### src/codepoint_glyph_hash_map_assert.svh
// assertion macros for the codepoint glyph hash map
`ifndef CODEPOINT_GLYPH_HASH_MAP_ASSERT_SVH
`define CODEPOINT_GLYPH_HASH_MAP_ASSERT_SVH

`ifndef SYNTH
`define CGH_ASSERT_IMPL(label, clk, rst_n, ante, cons, msg) \
    label: assert property (@(posedge clk) disable iff (!rst_n) (ante) |-> (cons)) \
        else $error(msg);
`define CGH_ASSERT_NEXT(label, clk, rst_n, ante, cons, msg) \
    label: assert property (@(posedge clk) disable iff (!rst_n) (ante) |=> (cons)) \
        else $error(msg);
`else
`define CGH_ASSERT_IMPL(label, clk, rst_n, ante, cons, msg)
`define CGH_ASSERT_NEXT(label, clk, rst_n, ante, cons, msg)
`endif

`endif

### src/cgh_pkg.sv
// shared constants and types for the codepoint glyph hash map
`timescale 1ns / 1ps
package cgh_pkg;

    localparam int TABLE_DEPTH = 4096;
    localparam int STYLE_COUNT = 4;
    localparam int CFG_COUNT   = 4;
    localparam int CFG_W       = 13;
    localparam int CFG_IDX_W   = 2;
    localparam int STYLE_W     = 2;
    localparam int CP_W        = 21;
    localparam int IDX_W       = 16;
    localparam int SLOT_W      = $clog2(TABLE_DEPTH);
    localparam int CAPV_W      = $clog2(TABLE_DEPTH + 1);
    localparam int MEM_DEPTH   = STYLE_COUNT * TABLE_DEPTH;
    localparam int ADDR_W      = $clog2(MEM_DEPTH);
    localparam int ENTRY_W     = 1 + IDX_W + CP_W;
    localparam int CNT_W       = 13;
    localparam int COUNT_MAX   = (1 << CNT_W) - 1;
    localparam int CAP_RESET   = 4093;
    localparam int CAP_MIN     = 3;
    localparam int QUEUE_DEPTH = 2;

    typedef logic [CFG_COUNT-1:0][CFG_W-1:0] cgh_caps_t;

    typedef struct packed {
        logic [STYLE_W-1:0] style;
        logic [CP_W-1:0]    cp;
        logic [IDX_W-1:0]   fidx;
        logic [CAPV_W-1:0]  cap;
        logic [SLOT_W-1:0]  h;
        logic [SLOT_W-1:0]  step;
        logic               no_table;
    } cgh_item_t;

    typedef struct packed {
        logic [IDX_W-1:0] glyph_id;
        logic             hit;
        logic             inserted;
        logic             table_full;
    } cgh_result_t;

endpackage

### src/cgh_front.sv
// front end: captures an item and computes first slot and probe step
`timescale 1ns / 1ps
module cgh_front import cgh_pkg::*;
(
    input  logic               clk,
    input  logic               rst_n,
    input  logic               in_push,
    input  logic [STYLE_W-1:0] in_style,
    input  logic [CP_W-1:0]    in_cp,
    input  logic [IDX_W-1:0]   in_fidx,
    input  cgh_caps_t          caps,
    output logic               busy,
    output logic               q_push,
    output cgh_item_t          q_item,
    input  logic               q_full
);

    localparam int DIG        = 3;
    localparam int STEPS      = CP_W / DIG;
    localparam int STEP_CNT_W = $clog2(STEPS);

    // restoring remainder, DIG dividend bits per call
    function automatic logic [CAPV_W-1:0] rem_digits(
        input logic [CAPV_W-1:0] r_in,
        input logic [DIG-1:0]    bits,
        input logic [CAPV_W-1:0] d
    );
        logic [CAPV_W:0]   t;
        logic [CAPV_W-1:0] r;
        r = r_in;
        for (int i = DIG - 1; i >= 0; i--)
        begin
            t = {r, bits[i]};
            if (t >= {1'b0, d})
            begin
                t = t - {1'b0, d};
            end
            r = t[CAPV_W-1:0];
        end
        return r;
    endfunction

    logic                  busy_reg;
    logic                  done_reg;
    logic [STEP_CNT_W-1:0] cnt_reg;
    logic [CP_W-1:0]       dvd_reg;
    logic [CAPV_W-1:0]     r1_reg;
    logic [CAPV_W-1:0]     r2_reg;
    logic [CAPV_W-1:0]     r1_next;
    logic [CAPV_W-1:0]     r2_next;
    logic [STYLE_W-1:0]    style_reg;
    logic [CP_W-1:0]       cp_reg;
    logic [IDX_W-1:0]      fidx_reg;
    logic [CAPV_W-1:0]     cap_reg;
    logic                  no_table_reg;
    logic [CFG_W-1:0]      cap_raw;
    logic [CAPV_W-1:0]     cap_clamp;
    logic [CAPV_W-1:0]     cap_less2;
    logic [DIG-1:0]        digits;
    logic                  load;

    assign load    = !busy_reg && in_push;
    assign cap_raw = caps[in_style];

    always_comb
    begin
        priority if (32'(cap_raw) < CAP_MIN)
        begin
            cap_clamp = CAPV_W'(CAP_MIN);
        end
        else if (32'(cap_raw) > TABLE_DEPTH)
        begin
            cap_clamp = CAPV_W'(TABLE_DEPTH);
        end
        else
        begin
            cap_clamp = CAPV_W'(cap_raw);
        end
    end

    assign cap_less2 = cap_reg - CAPV_W'(2);
    assign digits    = dvd_reg[CP_W-1 -: DIG];
    assign r1_next   = rem_digits(r1_reg, digits, cap_reg);
    assign r2_next   = rem_digits(r2_reg, digits, cap_less2);

    assign busy            = busy_reg;
    assign q_push          = done_reg;
    assign q_item.style    = style_reg;
    assign q_item.cp       = cp_reg;
    assign q_item.fidx     = fidx_reg;
    assign q_item.cap      = cap_reg;
    assign q_item.h        = r1_reg[SLOT_W-1:0];
    assign q_item.step     = (r2_reg == '0) ? SLOT_W'(1) : r2_reg[SLOT_W-1:0];
    assign q_item.no_table = no_table_reg;

    always_ff @(posedge clk or negedge rst_n)
    begin
        if (!rst_n)
        begin
            busy_reg <= 1'b0;
            done_reg <= 1'b0;
            cnt_reg  <= '0;
        end
        else if (!busy_reg)
        begin
            if (in_push)
            begin
                busy_reg <= 1'b1;
                cnt_reg  <= '0;
            end
        end
        else if (!done_reg)
        begin
            cnt_reg <= cnt_reg + STEP_CNT_W'(1);
            if (cnt_reg == STEP_CNT_W'(STEPS - 1))
            begin
                done_reg <= 1'b1;
            end
        end
        else if (!q_full)
        begin
            busy_reg <= 1'b0;
            done_reg <= 1'b0;
        end
    end

    always_ff @(posedge clk)
    begin
        if (load)
        begin
            style_reg    <= in_style;
            cp_reg       <= in_cp;
            fidx_reg     <= in_fidx;
            cap_reg      <= cap_clamp;
            dvd_reg      <= in_cp;
            r1_reg       <= '0;
            r2_reg       <= '0;
            no_table_reg <= (32'(in_style) >= STYLE_COUNT);
        end
        else if (busy_reg && !done_reg)
        begin
            dvd_reg <= dvd_reg << DIG;
            r1_reg  <= r1_next;
            r2_reg  <= r2_next;
        end
    end

endmodule

### config.mk
export PLATFORM = sky130hd
export DESIGN_NAME = cgh_front
export DESIGN_NICKNAME = d
export VERILOG_FILES = /design/src/codepoint_glyph_hash_map_assert.svh /design/src/cgh_pkg.sv /design/src/cgh_front.sv
export SDC_FILE = /design/constraint.sdc
export NUM_CORES = 1
export LEC_CHECK = 0
export ABC_AREA = 1
export BUFFER_PORTS_ARGS = -buffer_cell sky130_fd_sc_hd__buf_2
export CELL_PAD_IN_SITES_DETAIL_PLACEMENT = 1
export CELL_PAD_IN_SITES_GLOBAL_PLACEMENT = 1
export CORE_MARGIN = 1.5
export CORE_UTILIZATION = 39
export CTS_CLUSTER_DIAMETER = 80
export DETAILED_ROUTE_END_ITERATION = 6
export MAX_ROUTING_LAYER = met4
export PLACE_DENSITY_LB_ADDON = 0.3
export SLEW_MARGIN = 20
export SYNTH_ARGS = -nofsm -noshare
export SYNTH_HDL_FRONTEND = slang
export SYNTH_SLANG_ARGS = --single-unit
### constraint.sdc
create_clock -name clk -period 14.1 [get_ports clk]
set_input_delay 3.525 -clock clk [delete_from_list [all_inputs] [get_ports clk]]
set_output_delay 3.525 -clock clk [all_outputs]
set_load 0.005 [all_outputs]
==> impl_metrics.csv <==
group,metric,value,unit
clocking,cts_buffer_depth,2,
layout,regArea,2838,µm²
sta,relSlewSlack,38.71,%
job,cap_violations,0,
grt,antenna_found_initial,0,
clocking,cts_buffers,9,
layout,synthToLayoutAreaGrowth,14.93,%
sta,setup_ws,5.877,ns
grt,grt_pass1_vias,8290,
clocking,cts.clk_slew.worst_paths,0.08,ns
sta,hold_viol,0,
route,first_iter_violations,342,
status,status,"completed",
route,dr.pass1.iters,5,
yosys,synth-seq-area-share,32.72,%
route,vias_per_cell,5.261,
worst_setup_path,max_stage_delay,0.59,ns
worst_setup_path,cp_max_fo,24,
yosys,synth_top_area_share,25.27,%
yosys,synth_edf_count,73,
layout,num-fill-cells,2780,
floorplanning,core-area,21820,µm²
sta,grt_setup_unrepaired,"false",
clocking,ctsResizeCount,0,
yosys,yosysTopAreaCell,"edfxtp_1",
sta,min_period,8.223,ns
floorplanning,start_util,39.74,%
yosys,synth-async-reset-ratio,4.808,%
yosys,synthCells,1129,
floorplanning,die_area,23140,µm²
layout,layout.nets,1437,
sta,period_share,58.32,%
layout,multiInputGateArea,5116,µm²
layout,final_util,45.68,%
worst_setup_path,startpoint_type,"flip-flop",
yosys,yosys_warnings,0,
floorplanning,die_h,152.1,µm
yosys,avgSynthCellArea,7.682,µm²
worst_setup_path,critPathArrivalTime,8.48,ns
worst_setup_path,slowest_stage,"edfxtp_1",
min_path,min_path_type,"reg2reg",
route,wl_per_cell,16.94,µm
clocking,clk_latency,0.36,ns
yosys,synth_common_cells,"nand2_1, inv_1, a21oi_1, nor2_1",
layout,drive_above_1_share,20.87,%
layout,antenna_cells,0,
clocking,post_cts_buffers,0,
placement,pre_cts_slack,5.841,ns
floorplanning,ios,174,
yosys,synth_seq_cells,104,
worst_setup_path,path_class,"reg2reg",
sta,tightest_slew,0.9183,ns
grt,grt_max_degree,41,
sta,fmax,121.6,MHz
floorplanning,die_w,152.1,µm
worst_setup_path,cp-end-kind,"flip-flop",
clocking,cts_max_level,3,
sta,fin_setup_tns,0,ns
clocking,holdBufCountCts,0,
worst_setup_path,cp_num_buf_inv,2,
grt,grt_pass1_wl,42810,µm
clocking,clock-root-buffer,"clkbuf_16",
floorplanning,row_count,54,
worst_setup_path,critPathMostFrequentCell,"nand2_1",
sta,slew_viol_final,0,
route,via_count,8154,
route,drcViolationCount,0,
yosys,syn_nets,1301,
grt,overflow,0,
route,wirelength,26260,µm
yosys,synth_ff_type,"edfxtp_1",
yosys,synth_area_leaders,"edfxtp_1, nand2_1, ha_1",
worst_setup_path,cpLargestDelayFamily,"simple AND/OR/NAND/NOR gates",
yosys,ys_types,55,
placement,globalplace.congestion,0.9003,
yosys,synthesis.area,8673,µm²
placement,portBuffers,172,
route,ant_nets,0,
placement,dp_hpwl,21340,µm
sta,fin_skew,0.01454,ns
sta,hold_ws,0.4893,ns
grt,grt_use_total,23.58,%
clocking,tritoncts,"yes",
clocking,cts_sinks,104,
sta,finalSetupViolCount,0,
yosys,yosysMostFrequentCell,"nand2_1",
worst_setup_path,required,14.36,ns
-- logic make-up after synthesis --
logic type               synth area share (%)
other                                 0.04324
XOR/XNOR                                6.261
buffers and inverters                   8.324
adder cells (fa/ha/maj)                 11.63
flip-flops                              32.72
AND/OR/NAND/NOR                         26.02
multiplexers                           0.1154
AO/OA/AOI/OAI                           14.89
-- area by class of cell --
class / count / share of cell area, %
flip-flops and latches: 104 / 28.47
clock inverters: 7 / 0.9790
inverters: 118 / 4.443
multi-input cells: 855 / 51.32
well taps: 280 / 3.514
repair buffers: 177 / 9.012
clock buffers: 9 / 2.259
-- stage by stage --
stage / area (µm²) / std cells
after floorplan: 8673 / 1129
after global placement: 9646 / 1534
after detailed placement: 9646 / 1534
after CTS: 9968 / 1550
after global routing: 9968 / 1550
final: 9968 / 1550
-- worst paths after layout --
kind,start,endpoint,slack (ns),cells past startpoint
max,cap_reg[1],r2_reg[11],5.88,44
min,r1_reg[12],r1_reg[12],0.49,2
max reg2reg,cap_reg[1],r2_reg[11],5.88,44
min reg2reg,r1_reg[12],r1_reg[12],0.49,2
max in group asynchronous,rst_n,cnt_reg[1],10.98,1
min in group asynchronous,rst_n,busy,2.98,1
-- worst register-to-register path, delay by kind of cell, from the launching register on --
kind | cells | cell delay (ns)
flip-flops | 1 | 0.59
adder cells (fa/ha/maj) | 4 | 1.34
AND/OR/NAND/NOR | 24 | 2.87
buffers and inverters | 2 | 0.49
AO/OA/AOI/OAI | 13 | 2.49
XOR/XNOR | 1 | 0.36
-- metal layers --
metal	global-route usage, %	vias up	part of all wire [%]
met5	-	-	0
met4	6.796	0	2.2
met3	3.015	43	2.7
met2	39.91	157	49
met1	29.49	3897	46
li1	-	4057	-
-- cell usage in the layout, fill, tap and decap left out, types with 9 or more instances in the layout --
master	synthesis	final
buf_2	3	172
edfxtp_1	73	73
nor2_1	77	76
o21ai_0	73	73
dfxtp_1	26	26
xnor2_1	24	24
nand4_1	9	9
a32o_1	10	10
o21ai_1	9	9
inv_1	111	111
clkbuf_16	0	9
nand3_2	17	17
nand2_2	26	26
xor2_1	38	38
nand3_1	59	59
nand2_1	276	276
ha_1	71	71
a21oi_1	81	81
Power is left out: the tool's default activity adds up to more than one toggle a clock period on the data nets, which glitch-free logic cannot reach.
