--- src/codepoint_glyph_hash_map_assert.svh ---
// assertion macros for the codepoint glyph hash map
`ifndef CODEPOINT_GLYPH_HASH_MAP_ASSERT_SVH
`define CODEPOINT_GLYPH_HASH_MAP_ASSERT_SVH

`ifndef SYNTH
`define CGH_ASSERT_IMPL(label, clk, rst_n, ante, cons, msg) \
    label: assert property (@(posedge clk) disable iff (!rst_n) (ante) |-> (cons)) \
        else $error(msg);
`define CGH_ASSERT_NEXT(label, clk, rst_n, ante, cons, msg) \
    label: assert property (@(posedge clk) disable iff (!rst_n) (ante) |=> (cons)) \
        else $error(msg);
`else
`define CGH_ASSERT_IMPL(label, clk, rst_n, ante, cons, msg)
`define CGH_ASSERT_NEXT(label, clk, rst_n, ante, cons, msg)
`endif

`endif

--- src/cgh_pkg.sv ---
// shared constants and types for the codepoint glyph hash map
`timescale 1ns / 1ps
package cgh_pkg;

    localparam int TABLE_DEPTH = 4096;
    localparam int STYLE_COUNT = 4;
    localparam int CFG_COUNT   = 4;
    localparam int CFG_W       = 13;
    localparam int CFG_IDX_W   = 2;
    localparam int STYLE_W     = 2;
    localparam int CP_W        = 21;
    localparam int IDX_W       = 16;
    localparam int SLOT_W      = $clog2(TABLE_DEPTH);
    localparam int CAPV_W      = $clog2(TABLE_DEPTH + 1);
    localparam int MEM_DEPTH   = STYLE_COUNT * TABLE_DEPTH;
    localparam int ADDR_W      = $clog2(MEM_DEPTH);
    localparam int ENTRY_W     = 1 + IDX_W + CP_W;
    localparam int CNT_W       = 13;
    localparam int COUNT_MAX   = (1 << CNT_W) - 1;
    localparam int CAP_RESET   = 4093;
    localparam int CAP_MIN     = 3;
    localparam int QUEUE_DEPTH = 2;

    typedef logic [CFG_COUNT-1:0][CFG_W-1:0] cgh_caps_t;

    typedef struct packed {
        logic [STYLE_W-1:0] style;
        logic [CP_W-1:0]    cp;
        logic [IDX_W-1:0]   fidx;
        logic [CAPV_W-1:0]  cap;
        logic [SLOT_W-1:0]  h;
        logic [SLOT_W-1:0]  step;
        logic               no_table;
    } cgh_item_t;

    typedef struct packed {
        logic [IDX_W-1:0] glyph_id;
        logic             hit;
        logic             inserted;
        logic             table_full;
    } cgh_result_t;

endpackage

--- src/cgh_queue.sv ---
// small fifo between front end and probe engine
`timescale 1ns / 1ps
module cgh_queue import cgh_pkg::*;
(
    input  logic      clk,
    input  logic      rst_n,
    input  logic      push,
    input  cgh_item_t din,
    output logic      full,
    input  logic      pop,
    output cgh_item_t dout,
    output logic      empty
);

    localparam int PTR_W = $clog2(QUEUE_DEPTH);
    localparam int CNT_QW = $clog2(QUEUE_DEPTH + 1);

    cgh_item_t          slots_reg [QUEUE_DEPTH];
    logic [PTR_W-1:0]   wr_ptr_reg;
    logic [PTR_W-1:0]   rd_ptr_reg;
    logic [CNT_QW-1:0]  count_reg;
    logic               do_push;
    logic               do_pop;

    assign full    = (count_reg == CNT_QW'(QUEUE_DEPTH));
    assign empty   = (count_reg == '0);
    assign do_push = push && !full;
    assign do_pop  = pop && !empty;
    assign dout    = slots_reg[rd_ptr_reg];

    always_ff @(posedge clk or negedge rst_n)
    begin
        if (!rst_n)
        begin
            wr_ptr_reg <= '0;
            rd_ptr_reg <= '0;
            count_reg  <= '0;
        end
        else
        begin
            if (do_push)
            begin
                wr_ptr_reg <= (wr_ptr_reg == PTR_W'(QUEUE_DEPTH - 1)) ? '0
                                                                      : wr_ptr_reg + PTR_W'(1);
            end
            if (do_pop)
            begin
                rd_ptr_reg <= (rd_ptr_reg == PTR_W'(QUEUE_DEPTH - 1)) ? '0
                                                                      : rd_ptr_reg + PTR_W'(1);
            end
            if (do_push && !do_pop)
            begin
                count_reg <= count_reg + CNT_QW'(1);
            end
            else if (do_pop && !do_push)
            begin
                count_reg <= count_reg - CNT_QW'(1);
            end
        end
    end

    always_ff @(posedge clk)
    begin
        if (do_push)
        begin
            slots_reg[wr_ptr_reg] <= din;
        end
    end

endmodule

--- config.mk ---
export PLATFORM = sky130hd
export DESIGN_NAME = cgh_queue
export DESIGN_NICKNAME = d
export VERILOG_FILES = /design/src/codepoint_glyph_hash_map_assert.svh /design/src/cgh_pkg.sv /design/src/cgh_queue.sv
export SDC_FILE = /design/constraint.sdc
export NUM_CORES = 1
export LEC_CHECK = 0
export BUFFER_PORTS_ARGS = -buffer_cell sky130_fd_sc_hd__buf_4
export CAP_MARGIN = 20
export CORE_ASPECT_RATIO = 1.4
export CORE_MARGIN = 2
export CORE_UTILIZATION = 35
export CTS_CLUSTER_DIAMETER = 60
export DETAILED_ROUTE_END_ITERATION = 6
export PLACE_DENSITY = 0.57
export SYNTH_ARGS = -nofsm -noshare
export SYNTH_HDL_FRONTEND = slang
export SYNTH_SLANG_ARGS = --single-unit
--- constraint.sdc ---
create_clock -name clk -period 4.55 [get_ports clk]
set_input_delay 0.91 -clock clk [delete_from_list [all_inputs] [get_ports clk]]
set_output_delay 0.91 -clock clk [all_outputs]
set_load 0.005 [all_outputs]
==> metrics list, run 1 <==
- Measured in cells, the most critical reg-to-reg path has a length of 4.
* Post-CTS Setup Repair Bufs: 0
* DRC errors left: 12
* Violated checks: DRC
- Final critical delay including setup and external delays: 3.219 ns
* Crit path max fanout: 61
- Data on the critical path is required at its endpoint by 3.64 ns.
- Cell chain of the critical path: buf_4 -> mux2_2 -> buf_4
- 0 antenna diodes ended up in the layout.
- Number of optimization iterations in the first detailed-route pass: 7
* Die area: 0.01773 mm^2
- Number of port buffers: 159
- Transition time at the pin with the least slew margin: 1.002 ns
- Total power divided by cell area: 628.1 mW/mm^2
* TritonCTS sink count: 158
* Data arrival, critical path: 2.31 ns
- Placed instance area: 0.007264 mm^2
* Most frequent cells in the layout: 162 x sky130_fd_sc_hd__buf_4, 154 x sky130_fd_sc_hd__edfxtp_1, 57 x sky130_fd_sc_hd__mux2_2, 20 x sky130_fd_sc_hd__mux2_4, 17 x sky130_fd_sc_hd__clkbuf_16
- Before CTS, the worst setup slack after placement is 1.735 ns.
* Last weighted congestion value of the routability-driven placer: 0.6833
- Worst-Skew Late Latency: 0.41 ns
- I/O pins: 160
* TritonCTS buffer count: 17
- Worst max-slew margin expressed relative to the limit: 0.3302
- The design draws 4920 uW.
- Synthesized net count: 341
- Type of element capturing the critical path: output pin
* Final critical-path share of the clock period: 0.7075
* Share of the core filled with cells: 0.4823
- CTS tree: done
* CTS root buffer: sky130_fd_sc_hd__clkbuf_16
- The via count of the first global-routing pass came to 3171.
* Clock transition at the registers of the reported paths: 0.06 ns
- Std-Cell Core Area: 0.01624 mm^2
- Combined area of all synthesized cells: 0.005833 mm^2
- Post-route design area: 0.007833 mm^2
* Commonest non-fill, non-tap cell in the layout: sky130_fd_sc_hd__buf_4
- The worst setup path is of the flop to output pin kind.
- Drt via density: 4.554
* Resize count post-CTS: 0
* Leakage power total: 0.002978 uW
* Seq/Total Area, Yosys: 0.8100
- Fillers: 1391
* Setup slack of the critical path after layout: 1.331 ns
- Overall overflow remaining after global route: 0
- Critical path's largest stage delay: 1.04 ns
- Most common cell type on the critical path: sky130_fd_sc_hd__buf_4
- First-pass GRT wire length: 16190 um
* Initial core utilization: 0.3592
- Static timing analysis puts the maximum clock frequency at 310.7 MHz.
* Critical path startpoint category: flop
- Maximum clock path buffer count: 2
* Clock tree skew after final layout: 0.009842 ns
- Layout Nets: 514
- Setup repair after global routing missed its margin: false
* Setup violation total in the final timing report: 0
- Summed over all nets, the half-perimeter wirelength after detailed placement is 6984 um.
* Total negative setup slack: 0 ns
- CTS H-tree lvls: 4
* Floorplan row count: 55
- The number of antenna violations at the first check in global routing was 1.
- Average cell area after synthesis: 22.52 um^2
- The final count of hold timing violations came to 0.
- For this design, the CTS-stage hold fixing added 0 buffers.
- During synthesis, Yosys emitted a total of 0 warnings.
- Across the run, the number of max-cap violations was 0.
- Share of layout cells above drive strength 1: 0.6081
- Total GRT Usage: 0.1234
- Cells after synthesis: 259
- Number of register bits inferred by synthesis: 158
* FF-to-FF setup slack: 2.28 ns
- From bottom edge to top edge, the die measures 156.8 um.
- The tightest min-delay check is of the input pin to asynchronous set/reset pin type.
- Die width: 113.1 um
- Count of unique library cells instantiated by Yosys: 15
* Vias after detailed routing: 2928
- Number of nets with antenna violations after detailed routing: 0
- The register with the most flip-flops in the layout has 154 of them.
- Launch point of the worst reg-to-reg path: count_reg[0]
- Average wire per standard cell: 16.83 um
* Footprint of the flip-flops and latches: 0.004728 mm^2
- The slowest stage of the critical path belongs to the cell sky130_fd_sc_hd__dfrtp_4.
* Multi-input combinational cell area: 0.001044 mm^2
* Maximum number of pins on one net before global-route repair: 70
- Run status: finished, violations left
- IR analysis of the VDD net gives a maximum drop of 0.5058 mV.
- Reg2Reg Capture Point: slots_reg[0][14]
- Layout area overhead: 34.28%
- The detailed router finished its first iteration with 105 violations.
* Detailed-route wire length: 10820 um
* Number of slew-limit violations in the final report: 0
==> power breakdown <==
group	switching, uW	internal (uW)
logic	527	838
clock network	551	807
registers	201	1990
==> cell usage after synthesis (all sizes together) <==
library cell,count,area [um^2]
edfxtp,154,4624
mux2,77,942.2
buf,9,70.06
dfrtp,4,100.1
nor2,3,11.26
xnor2,3,26.28
inv,2,7.510
xor2,2,17.52
and3,1,6.260
ha,1,12.51
nand2,1,3.750
nand2b,1,6.260
o21ai,1,5.000
==> area by class of cell <==
| type | count | area share |
|---|---|---|
| clock inverter | 13 | 0.01773 |
| multi-input combinational | 90 | 0.1332 |
| clock buffer | 18 | 0.05479 |
| tap | 199 | 0.03179 |
| sequential | 158 | 0.6037 |
| inverter | 2 | 0.0009585 |
| timing repair buffer | 163 | 0.1578 |
==> cells by family (layout without fill, tap and decap cells) <==
family,after synthesis,after routing,share of synthesized area
DFF,158,158,0.8100
muxes,77,77,0.1615
AOI/OAI and AO/OA,1,1,0.0008572
xor gates and xnor gates,5,5,0.007509
buffers and inverters,11,196,0.01330
and+or+nand+nor,6,6,0.004720
adders and majority gates,1,1,0.002145
==> per-layer routing <==
layer,GRT usage,up-vias,part of all wire
met4,0.06272,2,0.016
met2,0.2221,97,0.56
met3,0.04105,12,0.068
met1,0.1270,1451,0.36
li1,-,1366,-
met5,0,-,0.0011
==> worst max path at each step <==
stage                     startpoint         endpoint  slack (ns)
after floorplan                 push  slots_reg[0][0]        1.12
after global placement    rd_ptr_reg          dout[9]        1.76
after detailed placement  rd_ptr_reg          dout[8]        1.74
after CTS                 rd_ptr_reg         dout[55]        1.27
after global routing      rd_ptr_reg         dout[62]        1.18
final                     rd_ptr_reg          dout[8]        1.33
==> stage by stage <==
step	hold WS [ns]	instances
after detailed placement	0.5223	612
after floorplan	0.4788	259
after global placement	0.5115	612
final	0.2834	643
after global routing	0.2566	643
after CTS	0.2576	643
==> worst max-delay path, delay by kind of cell, from the launching register on <==
kind / cells / cell delay [ns]
flip-flops: 1 / 1.04
multiplexers: 1 / 0.36
buffers and inverters: 2 / 0.46
No activity file was read; power rests on OpenSTA's default activity.
==> inputs of run 2 (changes only) <==
- ABC_AREA: default -> 1
- PLACE_DENSITY: 0.57 -> 0.55
- clock period: 4.55 -> 3.3 ns (I/O delays scaled with it)
==> run 2 against run 1 <==
  * Critical endpoint is now dout[64]
  * Cell count up 26%
  * Combinational power up 59%
  * The run still ends with DRC left
  * Largest power group unchanged
  * Count of clock-buffer cells in the layout unchanged
  * Final area down 0.80%
  * Global-route usage up 1.8 points
==> metrics list, run 2 <==
- Critical path startpoint category: flop
- In this design, the stage delay of the slowest critical-path cell is 0.40 ns.
* Final critical delay including setup and external delays: 2.485 ns
- Post-CTS Setup Repair Bufs: 0
- For this design the static power due to leakage is 0.003293 uW.
* Count of placed standard cells including taps: 780
- In this run the horizontal extent of the chip is 113.1 um.
* Fillers: 1465
* Number of slew-limit violations in the final report: 0
* Fraction of power spent switching nets: 0.3102
- Ranked by instance count, the synthesized netlist is headed by 240 x sky130_fd_sc_hd__nand2_1, 154 x sky130_fd_sc_hd__edfxtp_1, 11 x sky130_fd_sc_hd__buf_2.
- DRC errors left: 9
- Non-filler cells in the finished layout: 812
* Type of element capturing the critical path: output pin
* Number of antenna violations at the first check in global routing: 0
* Synthesized net count: 516
* Most instantiated flip-flop cell in the synthesis netlist: sky130_fd_sc_hd__edfxtp_1
- CTS root buffer: sky130_fd_sc_hd__clkbuf_16
- Combined area of all synthesized cells: 0.005832 mm^2
* Worst-Skew Late Latency: 0.40 ns
- The first global-routing pass estimated 19140 um of wire.
- EDFF count, synth: 154
* Layout Nets: 682
- Of the total power, registers draw 0.423.
* Detailed-route wire length: 11960 um
* CTS tree: done
- The count of nets left with antenna violations once routing finished came out at 0.
* Layout area overhead: 33.23%
- The critical path goes through inv_2 -> buf_4 -> nand2_1 -> nand2_1 -> buf_4.
* Required @ worst endpoint: 2.64 ns
- Floorplan row count: 55
* Initial core utilization: 0.3591
- For this run, the register share of the synthesized area comes to 0.8101.
- TritonCTS sink count: 158
* Area share of the largest cell type after synthesis: 0.7930
- The setup path with the least slack is of type flop to output pin.
- Number of diodes: 0
- Maximum clock frequency: 402.4 MHz
- Placed instance area: 0.007248 mm^2
- Synthesis produced a netlist whose cell count is 434.
* Yosys top cell by area: sky130_fd_sc_hd__edfxtp_1
* Buffers plus inverters on the worst setup path: 3
- Detailed placement ended at an HPWL of 7322 um.
- VDD IR max: 0.4650 mV
- Clock tree skew after final layout: 0.005943 ns
* CP max-delay cell: sky130_fd_sc_hd__dfrtp_2
- The share of total power dissipated in the clock network is 0.254.
- In this run the worst path has a maximum fanout of 24.
- Drt via density: 4.464
- The top cell types in the final layout, fill and taps aside, are 240 x sky130_fd_sc_hd__nand2_1, 161 x sky130_fd_sc_hd__buf_4, 154 x sky130_fd_sc_hd__edfxtp_1, 17 x sky130_fd_sc_hd__clkbuf_16, 6 x sky130_fd_sc_hd__inv_1.
* Maximum clock path buffer count: 2
* Post-route design area: 0.007770 mm^2
* Count of unique library cells instantiated by Yosys: 15
* Data arrival, critical path: 1.83 ns
- The final count of hold timing violations was 0.
* Count of hold buffers inserted by post-cts repair: 0
- The checks that failed: DRC.
* Vias after detailed routing: 3625
* Vias in the first global route: 3911
- Run status: finished, violations left
* Yosys warning total: 0
- The first detailed-routing pass took 7 iterations.
- In this run the mean area of a mapped cell was 13.44 um^2.
* Transition time at the pin with the least slew margin: 0.8440 ns
* I/O pins: 160
- Max-capacitance violation count: 0
- Power spread over the standard cell area amounts to 867.5 mW/mm^2.
- Worst path top cell family by delay: buffers and inverters
- Setup violation total in the final timing report: 0
- Die area: 0.01773 mm^2
- Of the cells placed in the final design, the portion with a size suffix greater than 1 is 0.3181.
- Last weighted congestion value of the routability-driven placer: 0.6872
- Commonest non-fill, non-tap cell in the layout: sky130_fd_sc_hd__nand2_1
- In this run, post-CTS repair resized a total of 0 instances.
- The H-tree was split into 4 levels.
- Total negative setup slack: 0 ns
- Maximum number of pins on one net before global-route repair: 79
* Cell with the most instances after synthesis: sky130_fd_sc_hd__nand2_1
- Largest cells by area after synthesis: sky130_fd_sc_hd__edfxtp_1 79%, sky130_fd_sc_hd__nand2_1 15%, sky130_fd_sc_hd__dfrtp_1 1.7%
* Clock transition at the registers of the reported paths: 0.06 ns
* Internal Power: 4650 uW
* Switching power summed over all nets: 2091 uW
- Type of the most critical hold path: input pin to asynchronous set/reset pin
- Dividing the detail-routed wire length by the instance count gives 14.73 um.
* Number of register bits inferred by synthesis: 158
- In the global route stage, overall resource usage came out at 0.1413.
- Std-Cell Core Area: 0.01624 mm^2
- Setup repair after global routing left no endpoint under its margin.
- During placement, the flow inserted port buffers numbering 159.
- The register with the most flip-flops in the layout has 154 of them.
- Of the available clock period, the critical path in the final layout requires 0.7531.
- For this block, the initial DRC count from the detailed router was 162.
* DIE HEIGHT: 156.7 um
- TritonCTS buffer count: 17
* Fraction of power consumed by combinational cells: 0.324
- The total overflow left after global routing is 0.
* Async set-reset flop share out of synthesis: 0.02532
- In this run the tightest slew margin relative to its limit is 0.4373.
==> run 2: changes by cell type after synthesis, sizes merged, moves of 2 or more <==
cell,delta
nand2,+239
mux2,-77
xor2,-2
xnor2,-2
inv,+6
buf,+8
==> run 2: area by class of cell <==
| cell class | count | area (um^2) | area share |
|---|---|---|---|
| flip-flops and latches | 158 | 4726 | 0.6082 |
| multi-input cells | 251 | 973.4 | 0.1253 |
| clock buffers | 18 | 429.2 | 0.05523 |
| clock inverters | 14 | 92.59 | 0.01192 |
| inverters | 8 | 31.28 | 0.004026 |
| well taps | 199 | 249.0 | 0.03205 |
| repair buffers | 164 | 1269 | 0.1633 |
==> run 2: worst paths after layout <==
path | from | to | slack, ns | depth (start not counted)
min reg2reg | wr_ptr_reg | wr_ptr_reg | 0.49 | 2
max in group asynchronous | rst_n | rd_ptr_reg | 3.15 | 1
max reg2reg | count_reg[1] | slots_reg[0][6] | 1.56 | 6
min | rst_n | rd_ptr_reg | 0.04 | 1
max | rd_ptr_reg | dout[64] | 0.81 | 5
min in group clk | din[48] | slots_reg[1][48] | 0.43 | 1
==> run 2: power groups by stage <==
stage	Combinational, uW	Clock (uW)	Sequential [uW]
6_report	2180	1710	2850
5_1_grt	2480	1850	2890
4_1_cts	2250	1760	2850
3_5_place_dp	2240	0	2890
3_3_place_gp	2230	0	2880
2_1_floorplan	1070	0	2890
==> run 2: stage by stage <==
step / setup WS (ns) / util / power [uW] / hold WS [ns]
after floorplan: 0.08839 / - / 3961 / 0.3644
after global placement: 1.169 / 0.4463 / 5105 / 0.4597
after detailed placement: 1.182 / 0.4463 / 5132 / 0.4596
after CTS: 0.7386 / 0.4784 / 6866 / 0.02187
after global routing: 0.6206 / 0.4784 / 7215 / 0.01062
final: 0.8146 / 0.4784 / 6740 / 0.03765
==> run 2: logic make-up (layout without fill, tap and decap cells) <==
group	count (synthesis)	in the layout	synth area share
AND/OR/NAND/NOR	247	247	0.1603
flip-flops	158	158	0.8101
buffers and inverters	25	204	0.02424
AO/OA/AOI/OAI	2	2	0.001716
adder cells (fa/ha/maj)	1	1	0.002145
XOR/XNOR	1	1	0.001502
==> run 2: per-layer routing <==
layer  GRT usage  share of wire  up-vias
li1            -              -     1791
met1      0.1588           0.40     1697
met2      0.2401           0.50      122
met3     0.06081          0.084       15
met4     0.04936          0.012        0
met5           0              0        -
==> inputs of run 3 (changes only) <==
- clock period: 3.3 -> 2.55 ns (I/O delays scaled with it)
==> run 3 against run 2 <==
  * The run still ends with DRC left
  * Sequential cell count unchanged
  * Total power increased by 34%
  * Clock power increased by 48%
  * Largest cell class unchanged
  * Largest power group unchanged
==> metrics list, run 3 (synthesis gave the netlist of run 2 again) <==
- For this run, the slowest stage of the critical path takes 0.43 ns.
- Number of diodes: 0
* I/O pins: 160
* Std-Cell Core Area: 0.01624 mm^2
- Starting DRC count in detailed routing: 125
- Share of layout cells above drive strength 1: 0.3279
- For this design the ratio of total power to cell area is 1151 mW/mm^2.
- Worst path top cell family by delay: buffers and inverters
- Including well taps, the total number of placed cells is 782.
- Across the routed clock network, the largest skew measured is 0.01018 ns.
* Instance count along the most critical hold path: 1
- Based on the critical path, the design can be clocked at up to 469.2 MHz.
- The setup path with the least slack is of type flop to output pin.
- DIE HEIGHT: 156.7 um
* Number of optimization iterations in the first detailed-route pass: 7
- Layout area overhead: 34.65%
- Setup violations remaining at the end of the flow were counted as 0.
- Setup repair after global routing left no endpoint under its margin.
* Number of antenna violations at the first check in global routing: 0
- In this run the static leakage power is 0.003349 uW.
- Required @ worst endpoint: 2.04 ns
* TritonCTS buffer count: 17
- DRC errors left: 9
- After detailed routing, the number of vias per cell comes to 4.464.
- The library cell used most frequently in the layout, excluding fill and tap cells, is sky130_fd_sc_hd__nand2_1.
- Cell chain of the critical path: inv_2 -> buf_4 -> nand2_1 -> nand2_1 -> buf_4
- The routed design has 12060 um of wire.
- Total GRT Usage: 0.1395
- Critical path startpoint category: flop
* Clock transition at the registers of the reported paths: 0.07 ns
- Of the available clock period, the critical path in the final layout requires 0.8358.
- The worst hold path belongs to the class input pin to flop.
- Max-cap violations in this run came to 0.
- Flip-flop count of the largest register, all copies and words added: 154
- The worst-case IR drop observed on VDD is 0.5949 mV.
- In this run the core area contains 55 standard-cell rows.
- For the worst-skew pair, the clock arrives at the later sink with an insertion delay of 0.42 ns.
* Number of stages on the worst setup path: 5
* Number of port buffers: 159
- Overall overflow remaining after global route: 0
- The count of nets left with antenna violations once routing finished came out at 0.
* Crit path max fanout: 41
- The flow ran to the end, but the final reports show violations.
- TritonCTS built the clock tree.
- Type of element capturing the critical path: output pin
* Most frequent cells in the layout: 240 x sky130_fd_sc_hd__nand2_1, 164 x sky130_fd_sc_hd__buf_4, 154 x sky130_fd_sc_hd__edfxtp_1, 17 x sky130_fd_sc_hd__clkbuf_16, 8 x sky130_fd_sc_hd__inv_6
- At the pin with the least slew margin, the transition time is 0.5617 ns.
- Average wire per standard cell: 14.80 um
* CTS H-tree lvls: 4
- HPWL reported at the end of detailed placement: 7521 um
- The worst pin sits at a relative slew slack of 0.6255.
- Last weighted congestion value of the routability-driven placer: 0.7055
* Count of final hold-check violations: 0
* Number of slew-limit violations in the final report: 0
- After clock tree synthesis, the setup repair step added 0 buffers.
- CTS saw 158 sinks.
* CTS root buffer: sky130_fd_sc_hd__clkbuf_16
- Violated checks: DRC
* Data arrival, critical path: 1.62 ns
- Maximum clock path buffer count: 2
* Final critical delay including setup and external delays: 2.131 ns
- Entering global routing, the biggest net connects 79 pins.
* Die area: 0.01773 mm^2
* Vias in the first global route: 3715
- Die width: 113.1 um
- Total negative setup slack: 0 ns
- CP max-delay cell: sky130_fd_sc_hd__dfrtp_2
* Buffers plus inverters on the worst setup path: 3
- The first global-routing pass estimated 18600 um of wire.
- Layout Nets: 685
- Vias after detailed routing: 3638
- The count of cells in the finished layout, fillers not included, comes to 815.
- Worst reg2reg path depth: 6
- Initial core utilization: 0.3591
-- run 3: changes by cell type in the layout (fill, tap and decap cells not counted), sizes merged, moves of 2 or more --
cell,previous run,this run
clkinvlp,5,2
clkinv,7,0
inv,10,20
buf,164,166
-- run 3: worst paths after layout --
path                                   start                to  slack [ns]
worst min register to register    wr_ptr_reg        wr_ptr_reg        0.50
worst max register to register  count_reg[1]  slots_reg[0][27]        0.85
worst min-delay path                 din[43]  slots_reg[1][43]        0.27
min in group asynchronous              rst_n      count_reg[0]        0.42
max in group asynchronous              rst_n        rd_ptr_reg        2.01
worst max-delay path              rd_ptr_reg          dout[27]        0.42
-- run 3: routing by layer --
metal / wire length [um] / GRT usage / up-vias
met3: 1043 / 0.05732 / 20
met5: 0 / 0 / -
met2: 6023 / 0.2350 / 129
li1: - / - / 1800
met4: 251 / 0.06272 / 0
met1: 4740 / 0.1544 / 1689
-- run 3: timing repair --
action                    4_1_cts  5_1_grt
resized for setup               0        0
hold buffers                    1        0
hold endpoints to repair        4        0
-- run 3: where the power goes --
part / internal [uW] / total, uW / switching [uW]
clock network: 1400 / 2530 / 1130
logic: 1230 / 2820 / 1590
registers: 3540 / 3680 / 145
-- run 3: through the flow --
step	power [uW]	hold slack [ns]	area [um^2]	utilization	setup WS [ns]
2_1_floorplan	5118	0.2144	5843	-	0.2663
3_5_place_dp	6649	0.3123	7253	0.4466	0.7620
4_1_cts	9202	0.2523	7853	0.4835	0.3608
3_3_place_gp	6602	0.3110	7253	0.4466	0.7576
6_report	9039	0.2664	7853	0.4835	0.4188
5_1_grt	9625	0.2476	7853	0.4835	0.2704
-- run 3: layout make-up --
type                    count  area [um^2]
fillers                  1451         8388
flip-flops and latches    158         4726
repair buffers            167         1281
multi-input cells         251        973.4
clock buffers              17        425.4
well taps                 199        249.0
clock inverters            15        163.9
inverters                   8        33.78
